File: src/rtl/qptj_pkg.sv
// Shared types, codes and constants for the quaternion pose transform block.
// No dependencies; every other file refers to this package by scoped names.
`timescale 1ns / 1ps

package qptj_pkg;

	// input action codes
	localparam logic [1:0] ACT_FWD  = 2'd0;
	localparam logic [1:0] ACT_INV  = 2'd1;
	localparam logic [1:0] ACT_JAC  = 2'd2;
	localparam logic [1:0] ACT_NONE = 2'd3;

	// configuration register indexes
	localparam logic [2:0] REG_TX = 3'd0;
	localparam logic [2:0] REG_TY = 3'd1;
	localparam logic [2:0] REG_TZ = 3'd2;
	localparam logic [2:0] REG_QW = 3'd3;
	localparam logic [2:0] REG_QX = 3'd4;
	localparam logic [2:0] REG_QY = 3'd5;
	localparam logic [2:0] REG_QZ = 3'd6;

	localparam logic signed [15:0] QW_RESET = 16'sd32767;

	// Jacobian rows: three translation rows, then four quaternion rows
	localparam logic [2:0] ROW_FIRST_QUAT = 3'd3;
	localparam logic [2:0] ROW_LAST       = 3'd6;

	localparam logic signed [39:0] ONE_Q16 = 40'sd65536;
	localparam logic signed [39:0] OUT_MAX = 40'sh7F_FFFF_FFFF;
	localparam logic signed [39:0] OUT_MIN = -40'sh80_0000_0000;

	localparam int QUEUE_DEPTH = 4;

	// pose as seen by the datapath
	typedef struct packed {
		logic signed [31:0] tx;
		logic signed [31:0] ty;
		logic signed [31:0] tz;
		logic signed [15:0] qw;
		logic signed [15:0] qx;
		logic signed [15:0] qy;
		logic signed [15:0] qz;
		logic signed [31:0] r00;
		logic signed [31:0] r01;
		logic signed [31:0] r02;
		logic signed [31:0] r10;
		logic signed [31:0] r11;
		logic signed [31:0] r12;
		logic signed [31:0] r20;
		logic signed [31:0] r21;
		logic signed [31:0] r22;
	} pose_t;

	// classified request handed from front to back
	typedef struct packed {
		logic               fwd;
		logic               jac;
		logic signed [32:0] ux;
		logic signed [32:0] uy;
		logic signed [32:0] uz;
	} item_t;

endpackage

File: src/rtl/qptj_queue.sv
// Short request queue between front and back ends.
// Depends on qptj_pkg.
`timescale 1ns / 1ps

module qptj_queue #(
	parameter int DEPTH = qptj_pkg::QUEUE_DEPTH
) (
	input  logic             clk,
	input  logic             arst_n,
	input  logic             wr_en,
	input  qptj_pkg::item_t  wr_item,
	input  logic             rd_en,
	output qptj_pkg::item_t  rd_item,
	output logic             nonempty,
	output logic             full
);

	localparam int PW = $clog2(DEPTH);
	localparam int CW = $clog2(DEPTH + 1);

	qptj_pkg::item_t  mem_q [DEPTH];
	logic [PW-1:0]    wp_q, rp_q;
	logic [CW-1:0]    cnt_q;

	// store entries
	always_ff @(posedge clk) begin
		if (wr_en) begin
			mem_q[wp_q] <= wr_item;
		end
	end

	// advance pointers and count
	always_ff @(posedge clk or negedge arst_n) begin
		if (!arst_n) begin
			wp_q  <= '0;
			rp_q  <= '0;
			cnt_q <= '0;
		end else begin
			if (wr_en) begin
				wp_q <= (wp_q == PW'(DEPTH - 1)) ? '0 : wp_q + 1'b1;
			end
			if (rd_en) begin
				rp_q <= (rp_q == PW'(DEPTH - 1)) ? '0 : rp_q + 1'b1;
			end
			if (wr_en && !rd_en) begin
				cnt_q <= cnt_q + 1'b1;
			end else if (rd_en && !wr_en) begin
				cnt_q <= cnt_q - 1'b1;
			end
		end
	end

	assign rd_item  = mem_q[rp_q];
	assign nonempty = (cnt_q != '0);
	assign full     = (cnt_q == CW'(DEPTH));

endmodule

File: config.mk
export PLATFORM = sky130hd
export DESIGN_NAME = qptj_queue
export DESIGN_NICKNAME = d
export VERILOG_FILES = /design/src/rtl/qptj_pkg.sv /design/src/rtl/qptj_queue.sv
export SDC_FILE = /design/constraint.sdc
export NUM_CORES = 1
export LEC_CHECK = 0
export BUFFER_PORTS_ARGS = -buffer_cell sky130_fd_sc_hd__buf_2
export CORE_ASPECT_RATIO = 0.5
export CORE_MARGIN = 5
export CORE_UTILIZATION = 31
export DETAILED_ROUTE_END_ITERATION = 16
export GPL_TIMING_DRIVEN = 0
export PLACE_DENSITY = 0.55
export SYNTH_ARGS = -nofsm -noshare
export SYNTH_HDL_FRONTEND = slang
export SYNTH_SLANG_ARGS = --single-unit
File: constraint.sdc
create_clock -name clk -period 6.7 [get_ports clk]
set_clock_uncertainty 0.15 [all_clocks]
set_input_delay 2.01 -clock clk [delete_from_list [all_inputs] [get_ports clk]]
set_output_delay 2.01 -clock clk [all_outputs]
set_load 0.03 [all_outputs]
==> Word level (Yosys, flattened, before mapping) <==
Memory sizes are Yosys's and may differ from the RTL's.
Cells that the tools add are included.
{ "classes": {"add_sub_neg": 4, "eq_ne": 3, "n_mux": 6, "n_reduce_logical": 6} }
{ "op_table": {"columns": ["op", "count"], "rows": [
  ["$mux 3", 2],
  ["$add 2x1->2 const B", 2],
  ["$eq 2x2->1 const B", 2],
  ["$mux 2", 2],
  ["$add 3x1->3 const B", 1],
  ["$eq 3x3->1 const B", 1],
  ["$reduce_bool 3->1", 1],
  ["$sub 3x1->3 const B", 1],
  ["$logic_and 1x1->1", 2],
  ["$logic_not 1->1", 2],
  ["$mux 1", 2],
  ["$reduce_bool 2->1", 1]
]} }
{ "totals": {"regBits": 7, "mem_bits_rw": 404, "in_bits": 105, "word_cells": 23, "memories": 1} }
{ "mem_list": {"columns": ["memory", "depth", "word_bits", "read_ports", "rd_ports_with_merged_regs", "write_ports", "line_no", "rtl"], "rows": [
  ["mem_q", 4, 101, 1, 0, 1, "qptj_queue.sv:21", "qptj_pkg::item_t mem_q [DEPTH];"]
]} }

==> Longest topological paths before layout <==
{ "depth": {"word_depth": 4, "mapped_depth": 7, "mapped_depth_nobuf": 7} }

==> Worst setup path after synthesis <==
OpenSTA, ideal clock, no wires.
{ "synth_path": {"path_kind": "input to register", "start": "input wr_en", "end": "memory mem_q[0][0] (netlist bit) (enable)", "setup_ns": 0.471, "t_arrival_ns": 4.341, "t_required_ns": 6.079, "slack_ns": 1.738, "cell_stages": 1, "n_path_buf": 0, "cell_sequence": "and2_1"} }
{ "synth_via": {"elab_chain_cells": 2} }
{ "synth_rtl": {"columns": ["item", "line_no", "rtl"], "rows": [
  ["start, declared", "qptj_queue.sv:10", "input logic wr_en,"],
  ["$mux 1", "qptj_queue.sv:27", "if (wr_en) begin"],
  ["$mux 1 (not written as such)", "qptj_queue.sv:28", "mem_q[wp_q] <= wr_item;"],
  ["end, declared", "qptj_queue.sv:21", null]
]} }
Every way passes these cells.

==> impl_metrics.prom <==
# TYPE chip_impl_metric gauge
chip_impl_metric{name="place.port_buffers",unit=""} 207
chip_impl_metric{name="die_w",unit="um"} 322
chip_impl_metric{name="synthDominantCellAreaShare",unit=""} 0.806
chip_impl_info{name="result_of_the_run",value="finished, final reports clean"} 1
chip_impl_metric{name="final_period_minus_worst_setup_slack",unit="ns"} 4.37
chip_impl_info{name="post_synth_most_frequent_cells",value="404 x edfxtp_1, 101 x mux4_2, 9 x buf_2"} 1
chip_impl_metric{name="report.final.hold_viol_count",unit=""} 0
chip_impl_metric{name="track_usage",unit=""} 0.112
chip_impl_info{name="setup.worst_path.end_class",value="output port"} 1
chip_impl_metric{name="synth_edf_count",unit=""} 404
chip_impl_metric{name="sequential_cell_area",unit="um2"} 12300
chip_impl_metric{name="yosys.area_share.adder",unit=""} 0.00631
chip_impl_metric{name="total_power",unit="mW"} 8.45
chip_impl_metric{name="ys_seq_area_frac",unit=""} 0.817
chip_impl_info{name="yosys-top-cells-area",value="edfxtp_1 81%, mux4_2 15%, dfrtp_1 1.2%, buf_12 0.93%, ha_1 0.50%"} 1
chip_impl_metric{name="filler_cell_count",unit=""} 4388
chip_impl_metric{name="timing.critical_path.arrival",unit="ns"} 2.21
chip_impl_metric{name="max-cap-violations",unit=""} 0
chip_impl_metric{name="postCtsResizedCells",unit=""} 0
chip_impl_info{name="post-synth-top-count-cell",value="edfxtp_1"} 1
chip_impl_metric{name="design.core.area",unit="um2"} 48300
chip_impl_metric{name="area_added_between_synthesis_and_finish",unit="%"} 21.4
chip_impl_metric{name="fmaxAchievable",unit="MHz"} 229
chip_impl_metric{name="cts_h_tree_lvls",unit=""} 2
chip_impl_metric{name="final-setup-viol-count",unit=""} 0
chip_impl_metric{name="hold-path-cell-count",unit=""} 1
chip_impl_metric{name="numClockSinks",unit=""} 411
chip_impl_metric{name="clock_pin_slew_reported_for_the_worst_setup_and_hold_paths_after_clock_tree_synthesis",unit="ns"} 0.06
chip_impl_metric{name="synthXorXnorAreaFrac",unit=""} 0.00174
chip_impl_metric{name="initial_antenna_violation_count",unit=""} 4
chip_impl_metric{name="power_density",unit="nW/um2"} 462
chip_impl_metric{name="worst_skew_pair.late_latency",unit="ns"} 0.53
chip_impl_metric{name="final_critical_path_setup_slack",unit="ns"} 2.33
chip_impl_metric{name="ant_nets",unit=""} 0
chip_impl_info{name="cts-root-buf",value="clkbuf_16"} 1
chip_impl_metric{name="yosys-mux-area-fraction",unit=""} 0.153
chip_impl_info{name="timing.hold.worst.class",value="flip-flop to flip-flop"} 1
chip_impl_metric{name="synth-simple-area-share",unit=""} 0.00382
chip_impl_info{name="unrepaired_setup_endpoints_after_global_routing",value="no"} 1
chip_impl_metric{name="wire_per_inst",unit="um"} 20.2
chip_impl_metric{name="ys.warnings.count",unit=""} 0
chip_impl_metric{name="placementRows",unit=""} 57
chip_impl_metric{name="first_global_vias",unit=""} 7078
chip_impl_metric{name="finish.net_count",unit=""} 930
chip_impl_metric{name="fraction_of_final_layout_cells_sized_beyond_drive_strength_1",unit=""} 0.465
chip_impl_metric{name="clockBufferDepth",unit=""} 3
chip_impl_metric{name="cts.hold.buffers_added",unit=""} 0
chip_impl_metric{name="boundaryPins",unit=""} 208
chip_impl_metric{name="period_share",unit=""} 0.652
chip_impl_metric{name="post-route-drc-count",unit=""} 0
chip_impl_info{name="timing.setup.critical_path_class",value="flip-flop to output port"} 1
chip_impl_info{name="synth_top_family_by_area",value="multiplexers"} 1
chip_impl_metric{name="worstPathMaxFanout",unit=""} 10
chip_impl_metric{name="drt-pass1-iter-count",unit=""} 4
chip_impl_metric{name="synth-async-reset-ratio",unit=""} 0.0170
chip_impl_metric{name="multi_input_comb_area",unit="um2"} 2510
chip_impl_metric{name="postCtsSetupRepairBufs",unit=""} 0
chip_impl_info{name="clock_tree_from_tritoncts",value="built"} 1
chip_impl_metric{name="synth_seq_cells",unit=""} 411
chip_impl_metric{name="yosysUniqueCellTypes",unit=""} 21
chip_impl_metric{name="global_route_overflow",unit=""} 0
chip_impl_metric{name="post_synthesis_cell_area",unit="um2"} 15100
chip_impl_metric{name="vias",unit=""} 6620
chip_impl_metric{name="drt_iter0_drc",unit=""} 393
chip_impl_info{name="dominantRegCellSynth",value="edfxtp_1"} 1
chip_impl_metric{name="max-slew-margin-rel",unit=""} 0.424
chip_impl_metric{name="syn-num-nets",unit=""} 677
chip_impl_metric{name="die-area",unit="um2"} 53400
chip_impl_metric{name="route.detailed.vias_per_inst",unit=""} 4.41
chip_impl_metric{name="area_fraction_in_compound_gates_after_synthesis",unit=""} 0.000665
chip_impl_metric{name="power.ir.vdd_worst",unit="V"} 0.000172
chip_impl_metric{name="floorplan.die.height",unit="um"} 166
chip_impl_metric{name="cp_data_required_time",unit="ns"} 4.54
chip_impl_metric{name="netlist_instances",unit=""} 565
chip_impl_metric{name="wirelength",unit="mm"} 30.3
chip_impl_metric{name="totalNegativeSetupSlack",unit="ns"} 0
chip_impl_metric{name="power.leakage",unit="nW"} 6.15
chip_impl_metric{name="fin_max_slew_vios",unit=""} 0
chip_impl_metric{name="gp_routability_congestion",unit=""} 0.699
chip_impl_metric{name="post_synth.cell_area_avg",unit="um2"} 26.7
chip_impl_info{name="post-synth-top-area-cell",value="edfxtp_1"} 1
chip_impl_metric{name="first_pass_grt_wire_length",unit="mm"} 45.3
chip_impl_metric{name="transition_time_at_the_pin_with_the_least_slew_margin",unit="ns"} 0.864
chip_impl_metric{name="placement.setup.worst_slack",unit="ns"} 2.80
chip_impl_info{name="start_kind",value="flip-flop"} 1
chip_impl_metric{name="grt_start_max_net_pins",unit=""} 52
chip_impl_metric{name="start_util",unit=""} 0.312
chip_impl_metric{name="ff2ff_path_depth",unit=""} 4
chip_impl_metric{name="post-dp-hpwl",unit="mm"} 19.2
chip_impl_metric{name="numCtsBuffers",unit=""} 40
[per-stage QoR]
step / util / std cells / hold slack [ns] / cell area [um2]
detailed placement: 0.353 / 1425 / 0.334 / 17000
global route: 0.379 / 1500 / 0.356 / 18300
global placement: 0.350 / 1421 / 0.321 / 16900
floorplan: - / 565 / 0.299 / 15100
finish: 0.379 / 1500 / 0.339 / 18300
CTS: 0.379 / 1497 / 0.343 / 18300
[cells by family after synthesis]
logic type               count (synthesis)
AND/OR/NAND/NOR                         11
XOR/XNOR                                 3
adder cells (fa/ha/maj)                  7
multiplexers                           104
buffers and inverters                   27
flip-flops                             411
AO/OA/AOI/OAI                            2
[flip-flops by register name, summed over array words and instances, names as in the netlist]
name	count
cnt_q	3
rp_q	2
mem_q	404
wp_q	2
[power by group]
group | total, mW | switching (mW) | internal [mW]
sequential | 3.39 | 0.0911 | 3.29
combinational | 2.92 | 1.84 | 1.09
clock | 2.14 | 0.902 | 1.24
[worst paths after layout]
kind | start | to | slack, ns
worst max register to register | wp_q[0]$_DFFE_PN0P_ | mem_q[2][47]$_DFFE_PP_ | 4.40
worst min-delay path | cnt_q[2]$_DFFE_PN0P_ | cnt_q[2]$_DFFE_PN0P_ | 0.34
worst min register to register | cnt_q[2]$_DFFE_PN0P_ | cnt_q[2]$_DFFE_PN0P_ | 0.34
max in group asynchronous | arst_n | rp_q[1]$_DFFE_PN0P_ | 5.06
min in group asynchronous | arst_n | cnt_q[0]$_DFFE_PN0P_ | 1.16
worst max-delay path | rp_q[1]$_DFFE_PN0P_ | rd_item[29] | 2.33
[layout make-up]
class,instances,share of cell area
diodes,3,0.000411
plain buffers,23,0.0132
clock buffers,52,0.0584
clock inverters,20,0.00979
inverters,4,0.000821
multi-input cells,127,0.137
flip-flops and latches,411,0.673
well taps,649,0.0444
repair buffers,211,0.0627
[critical path, stage by stage, from the launching register on]
cell and delay, ns:
dfrtp_1 0.39, buf_2 0.33, buf_2 0.39, mux4_2 0.35
buf_2 0.21
[per-layer routing]
layer / global-route usage / up-vias / part of all wire
li1: - / 2953 / -
met1: 0.125 / 3538 / 0.37
met2: 0.217 / 86 / 0.58
met3: 0.0217 / 41 / 0.030
met4: 0.0289 / 2 / 0.018
met5: 0 / - / 0.00043
[layout by cell type (no fill, tap or decap), types with 2 or more instances in the layout]
cell	instances
edfxtp_1	404
buf_2	216
mux4_2	101
clkbuf_16	41
clkbuf_1	13
buf_12	7
clkinv_1	7
dfrtp_1	7
ha_1	6
clkinv_2	6
inv_1	4
and2_4	4
buf_16	4
diode_2	3
buf_4	3
mux2_2	3
nor2_1	3
bufinv_16	3
nand2_1	2
o21ai_0	2
xor2_1	2
inv_6	2
clkinvlp_4	2
(Power assumes the default switching activity.)
