--- src/rtl/qptj_pkg.sv ---
// Shared types, codes and constants for the quaternion pose transform block.
// No dependencies; every other file refers to this package by scoped names.
`timescale 1ns / 1ps

package qptj_pkg;

	// input action codes
	localparam logic [1:0] ACT_FWD  = 2'd0;
	localparam logic [1:0] ACT_INV  = 2'd1;
	localparam logic [1:0] ACT_JAC  = 2'd2;
	localparam logic [1:0] ACT_NONE = 2'd3;

	// configuration register indexes
	localparam logic [2:0] REG_TX = 3'd0;
	localparam logic [2:0] REG_TY = 3'd1;
	localparam logic [2:0] REG_TZ = 3'd2;
	localparam logic [2:0] REG_QW = 3'd3;
	localparam logic [2:0] REG_QX = 3'd4;
	localparam logic [2:0] REG_QY = 3'd5;
	localparam logic [2:0] REG_QZ = 3'd6;

	localparam logic signed [15:0] QW_RESET = 16'sd32767;

	// Jacobian rows: three translation rows, then four quaternion rows
	localparam logic [2:0] ROW_FIRST_QUAT = 3'd3;
	localparam logic [2:0] ROW_LAST       = 3'd6;

	localparam logic signed [39:0] ONE_Q16 = 40'sd65536;
	localparam logic signed [39:0] OUT_MAX = 40'sh7F_FFFF_FFFF;
	localparam logic signed [39:0] OUT_MIN = -40'sh80_0000_0000;

	localparam int QUEUE_DEPTH = 4;

	// pose as seen by the datapath
	typedef struct packed {
		logic signed [31:0] tx;
		logic signed [31:0] ty;
		logic signed [31:0] tz;
		logic signed [15:0] qw;
		logic signed [15:0] qx;
		logic signed [15:0] qy;
		logic signed [15:0] qz;
		logic signed [31:0] r00;
		logic signed [31:0] r01;
		logic signed [31:0] r02;
		logic signed [31:0] r10;
		logic signed [31:0] r11;
		logic signed [31:0] r12;
		logic signed [31:0] r20;
		logic signed [31:0] r21;
		logic signed [31:0] r22;
	} pose_t;

	// classified request handed from front to back
	typedef struct packed {
		logic               fwd;
		logic               jac;
		logic signed [32:0] ux;
		logic signed [32:0] uy;
		logic signed [32:0] uz;
	} item_t;

endpackage

--- src/rtl/qptj_front.sv ---
// Front end: accepts requests, drops ACT_NONE requests, forms the vector to rotate.
// Depends on qptj_pkg.
`timescale 1ns / 1ps

module qptj_front (
	input  logic                push,
	input  logic                full,
	input  logic [1:0]          action,
	input  logic signed [31:0]  point_x,
	input  logic signed [31:0]  point_y,
	input  logic signed [31:0]  point_z,
	input  qptj_pkg::pose_t     pose,
	output logic                wr_en,
	output qptj_pkg::item_t     wr_item
);

	logic keep;

	// classify the action; forward uses p directly, inverse and Jacobian use p - t
	always_comb begin
		keep        = 1'b1;
		wr_item.fwd = 1'b0;
		wr_item.jac = 1'b0;
		unique case (action)
			qptj_pkg::ACT_FWD:  wr_item.fwd = 1'b1;
			qptj_pkg::ACT_INV:  ;
			qptj_pkg::ACT_JAC:  wr_item.jac = 1'b1;
			default:            keep = 1'b0;
		endcase
		if (wr_item.fwd) begin
			wr_item.ux = 33'(point_x);
			wr_item.uy = 33'(point_y);
			wr_item.uz = 33'(point_z);
		end else begin
			wr_item.ux = 33'(point_x) - 33'(pose.tx);
			wr_item.uy = 33'(point_y) - 33'(pose.ty);
			wr_item.uz = 33'(point_z) - 33'(pose.tz);
		end
	end

	assign wr_en = push && !full && keep;

endmodule

--- config.mk ---
export PLATFORM = sky130hd
export DESIGN_NAME = qptj_front
export DESIGN_NICKNAME = d
export VERILOG_FILES = /design/src/rtl/qptj_pkg.sv /design/src/rtl/qptj_front.sv
export SDC_FILE = /design/constraint.sdc
export NUM_CORES = 1
export LEC_CHECK = 0
export BUFFER_PORTS_ARGS = -buffer_cell sky130_fd_sc_hd__buf_2
export CAP_MARGIN = 20
export CORE_AREA = 2 2 252 254
export DETAILED_ROUTE_END_ITERATION = 7
export DIE_AREA = 0 0 254 256
export GPL_ROUTABILITY_DRIVEN = 1
export PLACE_DENSITY = 0.38
export SLEW_MARGIN = 10
export SYNTH_ARGS = -nofsm -noshare
export SYNTH_HDL_FRONTEND = slang
export SYNTH_SLANG_ARGS = --single-unit
--- constraint.sdc ---
create_clock -name vclk -period 2.8
set_input_delay 0.14 -clock vclk [all_inputs]
set_output_delay 0.14 -clock vclk [all_outputs]
set_load 0.005 [all_outputs]
* Yosys cells after proc, flatten, opt, wreduce, memory -nomap -nowiden *
Cells that the tools add are included.
Widths: inputs -> output; s select.

operators by class
  add/subtract/negate cells = 3
  multipliers = 0
  div/mod/pow operators = 0
  order comparisons = 0
  eq/ne operators = 2
  shift operators = 0
  multiplexer cells = 4
  bitwise logic cells = 0
  reductions and logical operators = 5

operators with widths
  cell                count
  $mux 99             1
  $sub 32x32->33      3
  $mux 1              3
  $reduce_or 3->1     1
  $eq 2x1->1 const B  1
  $eq 2x2->1 const B  1
  $logic_and 1x1->1   2
  $logic_not 2->1     1
  $logic_not 1->1     1

storage, ports and cells
  bits in registers = 0
  bits in latches = 0
  RAM bits = 0
  memory bits (read-only) = 0
  memories = 0

* Depth between registers and ports, before layout *
Gate-level depths: netlist of the first run.

  word-level depth = 4
  gate-level depth with buffers = 13
  gate-level depth less buffers = 13

* Worst setup path before layout of the first run *
Ideal clock, no wire load.

  kind = input-to-output
  start point = input port point_x[0]
  end point = output port wr_item[96] (netlist name)
  data arrival time = 2.350 ns
  data required time = 2.660 ns
  setup slack = 0.310 ns
  cell stages on the path = 13
  buffers on the path = 0
  path through = inv_1 > ha_1 > fa_1 > nor2b_1 > o21ai_1 > a21oi_1 > o21ai_0 > nand4_1 > a2111oi_0 > nor3_1 > a41oi_1 > xor2_1 > o21ai_0

RTL lines
  element          RTL line          RTL
  start, declared  qptj_front.sv:9   input logic signed [31:0] point_x,
  end, declared    qptj_front.sv:14  output qptj_pkg::item_t wr_item

==> results of run 1 <==
==> layout make-up <==
| type | count | share of cell area, % |
|---|---|---|
| timing repair buffer | 462 | 26.6 |
| inverter | 121 | 4.34 |
| multi-input combinational | 840 | 59.1 |
| tap | 846 | 9.89 |
| antenna | 2 | 0.0468 |
==> metal layers <==
metal | up-vias | wire, um | GRT usage, %
met1 | 3809 | 14200 | 11.4
met3 | 22 | 2510 | 2.14
met4 | 8 | 295 | 0.539
met2 | 259 | 15700 | 17.3
li1 | 4349 | - | -
met5 | - | 44 | 0
==> worst max-delay path by stage <==
stage	startpoint	endpoint	slack [ns]	cells after the start
final	point_y[0]	wr_item[63]	-0.001	15
after global routing	point_y[0]	wr_item[61]	-0.14	15
after CTS	point_y[0]	wr_item[61]	-0.12	15
after detailed placement	point_y[1]	wr_item[64]	-0.63	14
after global placement	pose[385]	wr_item[64]	-0.66	15
after floorplan	point_x[0]	wr_item[96]	0.31	13
==> what timing repair did <==
| action | in CTS | in global routing |
|---|---|---|
| setup endpoints to repair | 43 | 43 |
| resized for setup | 82 | 100 |
| buffers inserted | 13 | 14 |
| pin swaps | 60 | 70 |
| hold endpoints to repair | 0 | 0 |
==> metrics by stage <==
stage / TNS (ns) / util, % / setup slack (ns) / area, um2 / cells
floorplan: 0 / - / 0.310 / 6210 / 1003
global placement: -8.75 / 15.6 / -0.661 / 9700 / 2248
detailed placement: -8.49 / 15.6 / -0.629 / 9700 / 2248
CTS: -0.364 / 16.2 / -0.124 / 10100 / 2258
global route: -0.797 / 17.1 / -0.139 / 10700 / 2270
finish: -0.00136 / 17.2 / -0.00136 / 10700 / 2271
==> logic make-up (layout without fill, tap and decap cells) <==
group / count (synthesis) / after routing / synth area share [%]
AO/OA/AOI/OAI: 362 / 362 / 36.5
XOR/XNOR: 80 / 80 / 11.3
adder cells (fa/ha/maj): 99 / 99 / 20.3
buffers and inverters: 163 / 583 / 9.89
other: 0 / 2 / 0
AND/OR/NAND/NOR: 299 / 299 / 22.0
==> synth_stat cells, drive strengths merged, types with 5 or more instances <==
master,n,area [um2]
nor3,8,40.0
a211o,6,52.6
o31ai,10,75.1
ha,96,1200
xor2,39,342
a21oi,141,717
xnor2,41,359
o211ai,5,42.5
o21a,8,60.1
inv,121,454
nor2b,21,139
a31oi,12,81.3
a31o,5,43.8
nor2,109,409
o21ai,73,365
nand2b,13,81.3
and3,10,62.6
a21o,52,390
a211oi,7,52.6
clkbuf,38,143
nand4,9,56.3
nand3,20,100
o21bai,9,67.6
nand2,88,330
==> worst max-delay path: cells and delay by family <==
kind,cells,cell delay [ns]
adders and majority gates,2,0.54
xor gates and xnor gates,1,0.09
and+or+nand+nor,1,0.15
AOI/OAI and AO/OA,8,1.49
buffers and inverters,3,0.25
==> where the power goes <==
| part | internal, mW | switching, mW |
|---|---|---|
| clock | 0.0000000957 | 0 |
| combinational | 1.26 | 1.34 |
| sequential | 0 | 0 |
==> impl_metrics.csv, run 1 <==
group,metric,value,unit
pwr,vdd_drop_max,0.0876,mV
sta,slew_headroom,58.9,%
synthesis,postSynthAreaPerCell,6.19,um2
sta,hold_violations,0,
sta,period_needed,2.80,ns
sta,fmax,0.357,GHz
route,drcViolationCount,0,
sta,setup_ws,-0.00136,ns
hold_path,min_path_cells,3,
route,drtIter0Drc,291,
synthesis,yosysWarnings,0,
hold_path,hp-start,"full",
critical_path,worstSetupEndpointType,"output pin",
pwr,p_per_area,243,nW/um2
status,status,"finished with violations",
grt,antenna_found_initial,9,
critical_path,cpPeakStageDelay,0.39,ns
synthesis,yosysSeqAreaShare,0,%
sta,final_max_slew_viol_count,0,
floorplan,die_w,254,um
finish,seq_cells,0,
route,dr.pass1.iters,4,
critical_path,path_class,"in -> out",
finish,area_delta_synth_final,72.3,%
finish,drive_above_1_share,40.8,%
critical_path,crit_arrival,2.66,ns
critical_path,crit_top_cell,"a31oi_1",
critical_path,required,2.66,ns
finish,layout_commonest_cell,"buf_2",
grt,grt_max_degree,58,
sta,period_share,100,%
finish,seq_area,0,um2
place,dp_hpwl,28.6,mm
grt,overflow,0,
hold_path,hold_class,"in -> out",
finish,layout_common_cells,"buf_2, buf_4, a21oi_1, inv_1, nor2_1",
sta,worstMarginPinSlew,0.611,ns
synthesis,syn-num-nets,1650,
synthesis,ys_types,61,
floorplan,io_pins,650,
grt,grt_pass1_wl,48.4,mm
pwr,leakage,5.34,nW
critical_path,cp_max_fo,3,
floorplan,die_h,256,um
job,cap_violations,0,
hold_path,min_to,"wr_en",
route,wl_per_cell,14.4,um
finish,multi_input_area,6330,um2
critical_path,crit_chain,"buf_6 > inv_4 > ha_4 > fa_2 > nor2b_4 > o211ai_2 > a31oi_2 > a31o_2 > a31o_1 > a31o_4 > a31oi_1 > a31oi_1 > xnor2_1 > a21oi_1 > buf_2",
sta,whs,0.502,ns
route,drt-total-wl,32.8,mm
pwr,total_power,2.60,mW
floorplan,die_area,65000,um2
route,num_vias,8447,
route,ant_nets,0,
synthesis,syn-cell-area,6210,um2
grt,grt_pass1_vias,8573,
floorplan,initial_core_util,9.96,%
critical_path,critPathLaunchType,"input port",
floorplan,core_area,62400,um2
route,avgViaCountPerCell,3.72,
floorplan,row_count,92,
sta,rsz0062_at_grt,"yes",
status,violations,"setup timing",
finish,clkbuf_count,0,
place,gp_routability_congestion,0.864,
finish,layout.nets,2072,
place,port_buffers,298,
finish,num-fill-cells,7322,
synthesis,synthCells,1003,
sta,setup_violations,1,
critical_path,crit_slowest_cell,"fa_2",
cts,ctsHoldBuffers,0,
grt,track_usage,9.37,%
(Power assumes the default switching activity.)
==> run 2: changes to the inputs <==
--- a/config.mk
+++ b/config.mk
@@ -7,11 +7,12 @@
 export LEC_CHECK = 0
 export BUFFER_PORTS_ARGS = -buffer_cell sky130_fd_sc_hd__buf_2
 export CAP_MARGIN = 20
-export CORE_AREA = 2 2 252 254
+export CORE_AREA = 2 2 249 251
 export DETAILED_ROUTE_END_ITERATION = 7
-export DIE_AREA = 0 0 254 256
+export DIE_AREA = 0 0 251 253
 export GPL_ROUTABILITY_DRIVEN = 1
-export PLACE_DENSITY = 0.38
+export GPL_TIMING_DRIVEN = 0
+export PLACE_DENSITY = 0.39
 export SLEW_MARGIN = 10
 export SYNTH_ARGS = -nofsm -noshare
 export SYNTH_HDL_FRONTEND = slang
==> constraint.sdc (replaced) <==
create_clock -name vclk -period 3.3
set_input_delay 0.165 -clock vclk [all_inputs]
set_output_delay 0.165 -clock vclk [all_outputs]
set_load 0.005 [all_outputs]
==> impl_metrics.csv, run 2 (synthesis gave the netlist of run 1 again) <==
group,metric,value,unit
finish,seq_cells,0,
critical_path,path_class,"in -> out",
floorplan,row_count,91,
critical_path,crit_slowest_cell,"a311o_1",
critical_path,worstSetupEndpointType,"output pin",
route,highest_layer,"met5",
critical_path,crit_family,"compound AO/OA/AOI/OAI gates",
finish,final_area,8840,um2
route,dr.pass1.iters,5,
hold_path,hp-start,"action[0]",
critical_path,critical_path_buf_inv_count,2,
sta,hold_violations,0,
floorplan,initial_core_util,10.2,%
critical_path,worst-path-stages,13,
route,wl_met3,2.75,mm
route,ant_nets,0,
place,port_buffers,298,
cts,ctsHoldBuffers,0,
pwr,p_per_area,208,nW/um2
route,drtIter0Drc,401,
sta,period_needed,3.18,ns
grt,antenna_found_initial,11,
pwr,vdd_drop_max,0.0604,mV
route,wl_per_cell,17.3,um
route,drt-total-wl,36.2,mm
floorplan,die_area,63500,um2
hold_path,min_to,"wr_item[99]",
grt,grt_max_degree,11,
status,status,"completed",
pwr,seq_power_share,0,%
place,dp_hpwl,32.3,mm
route,wl_met1,16.1,mm
finish,layout_common_cells,"buf_2, a21oi_1, inv_1, nor2_1, ha_1",
sta,rsz0062_at_grt,"yes",
finish,num-fill-cells,7216,
critical_path,crit_arrival,3.01,ns
finish,layout_commonest_cell,"buf_2",
place,place_area,8690,um2
pwr,leakage,4.46,nW
grt,track_usage,10.8,%
critical_path,cpPeakStageDelay,0.37,ns
sta,period_share,96.3,%
floorplan,core_area,61000,um2
pwr,total_power,1.84,mW
finish,area_delta_synth_final,42.3,%
pwr,netSwitchingFraction,58.2,%
hold_path,hold_class,"in -> out",
critical_path,cp_max_fo,5,
job,cap_violations,0,
finish,clkbuf_count,0,
finish,layout.nets,1952,
floorplan,io_pins,650,
critical_path,setup.worst_path.start,"point_y[6]",
sta,worstMarginPinSlew,1.04,ns
finish,drive_above_1_share,25.6,%
sta,final_max_slew_viol_count,0,
grt,grt_pass1_wl,51.9,mm
finish,utilization,14.5,%
pwr,combPwrFrac,100.0,%
route,avgViaCountPerCell,3.96,
finish,stdcell_count,2096,
pwr,switching_power,1.07,mW
place,dp_cells,2091,
place,gp_routability_congestion,0.837,
route,num_vias,8305,
route,drcViolationCount,0,
pwr,p_clk_share,0,%
grt,overflow,0,
critical_path,critPathLaunchType,"input port",
critical_path,crit_chain,"buf_2 > ha_1 > a21o_1 > a21oi_1 > a31oi_4 > a31o_4 > a31o_1 > a31o_2 > a311o_1 > a21oi_1 > xor2_1 > o21ai_1 > buf_2",
critical_path,required,3.13,ns
sta,fmax,0.315,GHz
finish,seq_area,0,um2
sta,whs,0.594,ns
grt,grt_pass1_vias,8356,
hold_path,min_path_cells,3,
floorplan,die_w,251,um
route,dr_wl_met2,16.5,mm
pwr,p_int,0.768,mW
sta,setup_violations,0,
sta,slew_headroom,30.9,%
floorplan,die_h,253,um
[run 2: worst max-delay path by stage]
stage                  end  slack, ns
6_report       wr_item[61]       0.12
4_1_cts        wr_item[95]      0.005
2_1_floorplan  wr_item[96]       0.76
3_5_place_dp   wr_item[25]      -0.38
5_1_grt        wr_item[96]      -0.06
3_3_place_gp   wr_item[25]      -0.37
[run 2: cell type report]
class                      count  area [um2]  area share [%]
inverter                     121         454            5.14
buffer                        42         160            1.81
timing repair buffer         300        1510            17.0
antenna                        3        7.51          0.0849
tap                          790         988            11.2
multi-input combinational    840        5720            64.7
[run 2: power by group through the flow]
stage	Sequential [mW]	Clock, mW	Combinational (mW)
after floorplan	0	0	1.04
after detailed placement	0	0	1.81
after global placement	0	0	1.82
final	0	0.000000123	1.84
after global routing	0	0.0000000406	2.05
after CTS	0	0	1.83
[run 2: what timing repair did]
item                       CTS  global route
setup endpoints to repair    7            20
cloned                       0             0
buffers inserted             1             1
pin swaps                    1             2
gates resized for setup      9            22
[run 2: tightest hold or removal path, stage by stage]
cell and delay [ns]:
buf_2 0.11, nor2b_1 0.04, buf_2 0.12
[run 2: per-stage QoR]
stage	setup TNS [ns]	setup WS, ns
after floorplan	0	0.760
after global placement	-1.25	-0.368
after detailed placement	-1.03	-0.376
after CTS	0	0.00530
after global routing	-0.0739	-0.0621
final	0	0.122
[run 2: routing by layer]
layer	up-vias	global-route usage, %
met3	26	2.32
li1	4119	-
met2	301	18.6
met5	-	0
met1	3853	13.8
met4	6	1.87
